<file path="src/rtl/nearest_point_within_radius_macros.svh">
// Assertion helpers used by the block's top-level RTL
`ifndef NEAREST_POINT_WITHIN_RADIUS_MACROS_SVH
`define NEAREST_POINT_WITHIN_RADIUS_MACROS_SVH

// same-cycle implication, disabled while reset is held
`define NPR_ASSERT_NOW(lbl, clk, rst_n, ante, cons, msg) \
    lbl: assert property (@(posedge clk) disable iff (!rst_n) (ante) |-> (cons)) \
        else $error(msg);

// next-cycle implication, disabled while reset is held
`define NPR_ASSERT_NXT(lbl, clk, rst_n, ante, cons, msg) \
    lbl: assert property (@(posedge clk) disable iff (!rst_n) (ante) |=> (cons)) \
        else $error(msg);

`endif

</file>
<file path="src/rtl/npr_pkg.sv">
package npr_pkg;

    localparam int COORD_W = 24;
    localparam int READ_W  = 48;
    localparam int RAD_W   = 23;
    localparam int ABS_W   = 24;   // |a - b| of two 24-bit values stays below 2^24
    localparam int SQ_W    = 2 * ABS_W;
    localparam int D2_W    = SQ_W + 2;
    localparam int FUNC_W  = 2;

    localparam logic [FUNC_W-1:0] FN_LOAD  = 2'd0;
    localparam logic [FUNC_W-1:0] FN_CLEAR = 2'd1;
    localparam logic [FUNC_W-1:0] FN_QUERY = 2'd2;

    typedef enum logic [1:0] {
        S_IDLE,
        S_SCAN,
        S_DRAIN
    } t_state;

    // one table entry, also used as the write request
    typedef struct packed {
        logic                      valid;
        logic signed [COORD_W-1:0] x;
        logic signed [COORD_W-1:0] y;
        logic signed [COORD_W-1:0] z;
        logic [READ_W-1:0]         reading;
    } t_point;

    typedef struct packed {
        logic              valid;
        logic [D2_W-1:0]   d2;
        logic [READ_W-1:0] reading;
    } t_dist_res;

endpackage

</file>
<file path="src/rtl/npr_dist.sv">
module npr_dist
    import npr_pkg::*;
(
    input  logic                      i_clk,
    input  logic                      i_rst_n,
    input  logic signed [COORD_W-1:0] i_qx,
    input  logic signed [COORD_W-1:0] i_qy,
    input  logic signed [COORD_W-1:0] i_qz,
    input  t_point                    i_pt,
    output t_dist_res                 o_res
);

    // stage 1: absolute differences
    logic signed [COORD_W:0] dx;
    logic signed [COORD_W:0] dy;
    logic signed [COORD_W:0] dz;
    logic [COORD_W:0]        mx;
    logic [COORD_W:0]        my;
    logic [COORD_W:0]        mz;

    logic              r_v1;
    logic [ABS_W-1:0]  r_ax;
    logic [ABS_W-1:0]  r_ay;
    logic [ABS_W-1:0]  r_az;
    logic [READ_W-1:0] r_rd1;

    // stage 2: squares
    logic              r_v2;
    logic [SQ_W-1:0]   r_sx;
    logic [SQ_W-1:0]   r_sy;
    logic [SQ_W-1:0]   r_sz;
    logic [READ_W-1:0] r_rd2;

    // stage 3: sum
    logic              r_v3;
    logic [D2_W-1:0]   r_d2;
    logic [READ_W-1:0] r_rd3;

    always_comb begin
        dx = $signed({i_qx[COORD_W-1], i_qx}) - $signed({i_pt.x[COORD_W-1], i_pt.x});
        dy = $signed({i_qy[COORD_W-1], i_qy}) - $signed({i_pt.y[COORD_W-1], i_pt.y});
        dz = $signed({i_qz[COORD_W-1], i_qz}) - $signed({i_pt.z[COORD_W-1], i_pt.z});
        mx = dx[COORD_W] ? (COORD_W+1)'(-dx) : (COORD_W+1)'(dx);
        my = dy[COORD_W] ? (COORD_W+1)'(-dy) : (COORD_W+1)'(dy);
        mz = dz[COORD_W] ? (COORD_W+1)'(-dz) : (COORD_W+1)'(dz);
    end

    always_ff @(posedge i_clk) begin
        r_ax  <= mx[ABS_W-1:0];
        r_ay  <= my[ABS_W-1:0];
        r_az  <= mz[ABS_W-1:0];
        r_rd1 <= i_pt.reading;
        r_sx  <= r_ax * r_ax;
        r_sy  <= r_ay * r_ay;
        r_sz  <= r_az * r_az;
        r_rd2 <= r_rd1;
        r_d2  <= D2_W'(r_sx) + D2_W'(r_sy) + D2_W'(r_sz);
        r_rd3 <= r_rd2;
    end

    always_ff @(posedge i_clk) begin
        if (!i_rst_n) begin
            r_v1 <= 1'b0;
            r_v2 <= 1'b0;
            r_v3 <= 1'b0;
        end else begin
            r_v1 <= i_pt.valid;
            r_v2 <= r_v1;
            r_v3 <= r_v2;
        end
    end

    assign o_res.valid   = r_v3;
    assign o_res.d2      = r_d2;
    assign o_res.reading = r_rd3;

endmodule

</file>
<file path="config.mk">
export PLATFORM = sky130hd
export DESIGN_NAME = npr_dist
export DESIGN_NICKNAME = d
export VERILOG_FILES = /design/src/rtl/nearest_point_within_radius_macros.svh /design/src/rtl/npr_pkg.sv /design/src/rtl/npr_dist.sv
export SDC_FILE = /design/constraint.sdc
export NUM_CORES = 2
export LEC_CHECK = 0
export BUFFER_PORTS_ARGS = -buffer_cell sky130_fd_sc_hd__buf_4
export CORE_ASPECT_RATIO = 0.75
export CORE_MARGIN = 2
export CORE_UTILIZATION = 65
export DETAILED_ROUTE_END_ITERATION = 6
export PLACE_DENSITY = 0.84
export SLEW_MARGIN = 25
export SYNTH_ARGS = -nofsm -noshare
export SYNTH_HDL_FRONTEND = slang
export SYNTH_SLANG_ARGS = --single-unit
</file>
<file path="constraint.sdc">
create_clock -name i_clk -period 10.9 [get_ports i_clk]
set_clock_uncertainty 0.2 [all_clocks]
set_input_delay 1.09 -clock i_clk [delete_from_list [all_inputs] [get_ports i_clk]]
set_output_delay 1.09 -clock i_clk [all_outputs]
set_load 0.005 [all_outputs]
</file>
; After elaboration in Yosys (flattened, before gate mapping)
; Index checks and enable logic that the tools add are counted.
[totals]
reg_bits = 413
inputBits = 195
out_inout_bits = 99
elab_cells = 27
[op_classes]
n_addsub = 8
multipliers = 3
mux = 3
[op_table]
columns = op, count
row1 = multiplier 24 x 24 -> 48 bit, 3
row2 = subtractor 24 x 24 -> 25 bit, 3
row3 = 2-to-1 mux 24 bit, 3
row4 = negation 24 bit, 3
row5 = adder 49 x 48 -> 50 bit, 1
row6 = adder 48 x 48 -> 49 bit, 1

; Logic depth before layout (Yosys ltp)
[logic_depth]
word_depth = 3
depth_mapped = 29
ltp_nobuf = 28

; Worst setup path after synthesis
; OpenSTA, ideal clock, no wires.
[synth_timing]
path_kind = register to register
startpoint = reg r_ay[17]
endpoint = reg r_sy[44]
setup_ps = 58
t_arrival_ps = 7258
required_time_ps = 10642
slack_ps = 3384
path_stages_with_launch = 29
path_buffers = 3
synth_period_minus_slack_ps = 7516
path_cell_list = dfxtp_1 -> clkbuf_1 -> clkbuf_1 -> nand2_1 -> fa_1 -> inv_1 -> fa_1 -> fa_1 -> inv_1 -> fa_1 -> inv_1 -> fa_1 -> fa_1 -> inv_1 -> fa_1 -> inv_1 -> ha_1 -> clkbuf_1 -> a21o_1 -> a21o_1 -> a221o_1 -> a21oi_1 -> a21o_1 -> o21ai_1 -> a211o_1 -> a31oi_1 -> o21ai_1 -> nor4b_1 -> a211o_1
[synth_via]
elab_chain_len = 1
[synth_rtl]
columns = element, line_no
row1 = start: declaration, npr_dist.sv:23  ; logic [ABS_W-1:0] r_ay;
row2 = start signal: assignment, npr_dist.sv:50  ; r_ay <= my[ABS_W-1:0];
row3 = multiplier 24 x 24 -> 48 bit, npr_dist.sv:54  ; r_sy <= r_ay * r_ay;
row4 = end signal: assignment, npr_dist.sv:54
row5 = end: declaration, npr_dist.sv:30  ; logic [SQ_W-1:0] r_sy;
; No other way between the ends.
; A chain may end at the register's enable or synchronous reset.

; Final worst setup path
[layout_timing]
startpoint = reg r_ax[2]
endpoint = reg r_sx[43]
[layout_via]
elab_chain_len = 1
[layout_rtl]
columns = element, line_no
row1 = start: declaration, npr_dist.sv:22  ; logic [ABS_W-1:0] r_ax;
row2 = start signal: assignment, npr_dist.sv:49  ; r_ax <= mx[ABS_W-1:0];
row3 = multiplier 24 x 24 -> 48 bit, npr_dist.sv:53  ; r_sx <= r_ax * r_ax;
row4 = end signal: assignment, npr_dist.sv:53
row5 = end: declaration, npr_dist.sv:29  ; logic [SQ_W-1:0] r_sx;
; No other way between the ends.

==> run summary <==
status - complete, no violations
crit path kind - reg2reg
Max Buffers Root-to-Sink - 3
clock slew at reported path FFs - 80 ps
clock sink total - 410
Area contributors post-synth - fa_1, dfxtp_1, ha_1
antenna viol nets, final - 0
H-tree Lvls - 2
Synth top cells by count - inv_1, fa_1, ha_1, nand2_1, dfxtp_1
Synth top area share - 40.1%
Worst slew margin - 26.0%
initial antenna violation count - 6
cts bufs inserted - 44
CP top delay family - adder cells
area occupied by multi-input gates - 49500 µm²
post-CTS setup buffers - 0
Hold Buf Count CTS - 0
startpoint types - flop
final wirelength - 156000 µm
sequential element share of the synthesized area - 12.5%
DR vias/cell - 5.52
area leader, netlist - fa_1
fillers - 7087
r2r setup slk - 2470 ps
Ports - 294
die width - 371 µm
count leader, synth - inv_1
Core Area - 99700 µm²
crit end category - flop
YS warnings - 0
met3 Usage GRT - 6.22%
worst r2r dst - r_sx[43]$_DFF_P_
total track usage - 31.5%
GR Util met1 - 43.3%
FP Rows - 100
residual DRC count - 0
worst path arrival time - 8710 ps
fin crit period - 8430 ps
Fin. Hold Viols - 0
WHS - 126 ps
CP Buf/Inv Count - 7
R2R Path Start - r_ax[2]$_DFF_P_
Post-synth EDFFs - 0
final weighted congestion in routability-driven placement - 0.951
period utilization - 77.3%
post-CTS sizing - 0
hold path startpoint - r_rd2[37]$_DFF_P_
Top FF cell, synth - dfxtp_1
Req. time, crit path - 11190 ps
synthesized flop and latch total - 410
Inserted Diodes - 0
synth unique cells - 84
DRT iter0 DRCs - 3533
routed len/inst - 18.1 µm
largest net degree at the start of global routing - 27
starting density of the core - 65.8%
CTS tree - done
Port Buffer Count - 293
Levels on crit path - 25
R2R depth - 25
Final Slew Violations - 0
GRT Residual Overflow - 0
RSZ-0062 raised after global routing - no
share of cells above drive strength 1 - 6.37%
die footprint - 104000 µm²
Cells after Synth - 7046
Max-Cap Viols - 0
Post-synth ARST share - 0%
Vias - 47500
fmax - 119 MHz
global route hottest layer - met2
Setup TNS - 0 ps
Post-layout nets - 9400
Worst Setup SP - r_ax[2]$_DFF_P_
die height - 279 µm
global-route wire length before repair - 261000 µm
worst setup path endpoint - r_sx[43]$_DFF_P_
Worst Path Max Fanout - 24
Hold Path Class - reg2reg
Final setup viols - 0
syn_area_per_cell - 9.32 µm²
Root Driver - clkbuf_16
CP max stage cell - dfxtp_1
Worst path max stage delay - 1050 ps
area grow syn2layout - 7.74%
worst-margin pin slew - 1110 ps
Detailed Place HPWL - 128000 µm
worst-skew pair later-pin latency - 620 ps
Register Area - 8220 µm²
Cell Area, Synth - 65600 µm²
met2 Resource Use GR - 51.3%
DR pass1 iterations - 6
vias in the first global route - 51500
kinds of logic (layout without fill, tap and decap cells):
kind of cell	Yosys count	count (layout)	synth area share, %
XOR/XNOR	311	311	4.15
adder cells (fa/ha/maj)	1966	1966	52.5
other	1	3	0.00571
buffers and inverters	2105	2328	12.0
AO/OA/AOI/OAI	788	788	7.76
multiplexers	11	11	0.177
AND/OR/NAND/NOR	1454	1454	10.8
flip-flops	410	410	12.5
layout make-up:
cell class | count | share of cell area (%)
sequential | 410 | 11.6
clock inverter | 25 | 0.547
tap | 1326 | 2.35
clock buffer | 53 | 1.69
multi-input combinational | 4533 | 70.1
inverter | 1912 | 10.1
timing repair buffer | 338 | 3.59
routing by layer:
metal	vias up	wire, µm	part of all wire, %
met2	2028	72300	46
met1	23600	64700	42
met3	315	14400	9.2
met4	2	4470	2.9
met5	-	13	0.0083
li1	21500	-	-
placed cells by master (no fill, tap or decap), drive strengths merged, types with 29 or more instances in the layout:
| cell type | count |
|---|---|
| nor2 | 211 |
| xor2 | 110 |
| o21a | 41 |
| nor2b | 61 |
| a21o | 147 |
| a31oi | 29 |
| clkbuf | 53 |
| buf | 338 |
| a21oi | 245 |
| nand3 | 46 |
| xnor2 | 201 |
| fa | 1316 |
| and2 | 352 |
| ha | 650 |
| o21ai | 145 |
| o21bai | 30 |
| inv | 1920 |
| nand2 | 575 |
| dfxtp | 410 |
| nor3 | 44 |
| nand2b | 38 |
| a211oi | 30 |
state kept, by name (all words and copies together), names as in the netlist, 47 cells and up:
signal and flops:
r_d2 50, r_rd1 48, r_rd2 48, r_rd3 48
r_sx 47, r_sy 47, r_sz 47
metrics by stage:
stage                     setup slack [ps]  utilization (%)  std cells  cell area, µm²
after floorplan                       3380                -       7048           65600
after global placement                2780             69.3       8519           69100
after detailed placement              2630             69.3       8519           69100
after CTS                             2550             70.9       8597           70700
after global routing                  1970             70.9       8597           70700
final                                 2470             70.9       8597           70700
worst min path at each step:
stage                     cells past startpoint                end
after floorplan                               0   r_rd2[0]$_DFF_P_
final                                         0  r_rd3[37]$_DFF_P_
after detailed placement                      0  r_rd2[16]$_DFF_P_
after global routing                          0  r_rd3[47]$_DFF_P_
after global placement                        0  r_rd2[10]$_DFF_P_
after CTS                                     0  r_rd2[23]$_DFF_P_
Power is not shown: default switching activity piles up to over one toggle a cycle in this logic, so the estimate is an artifact.
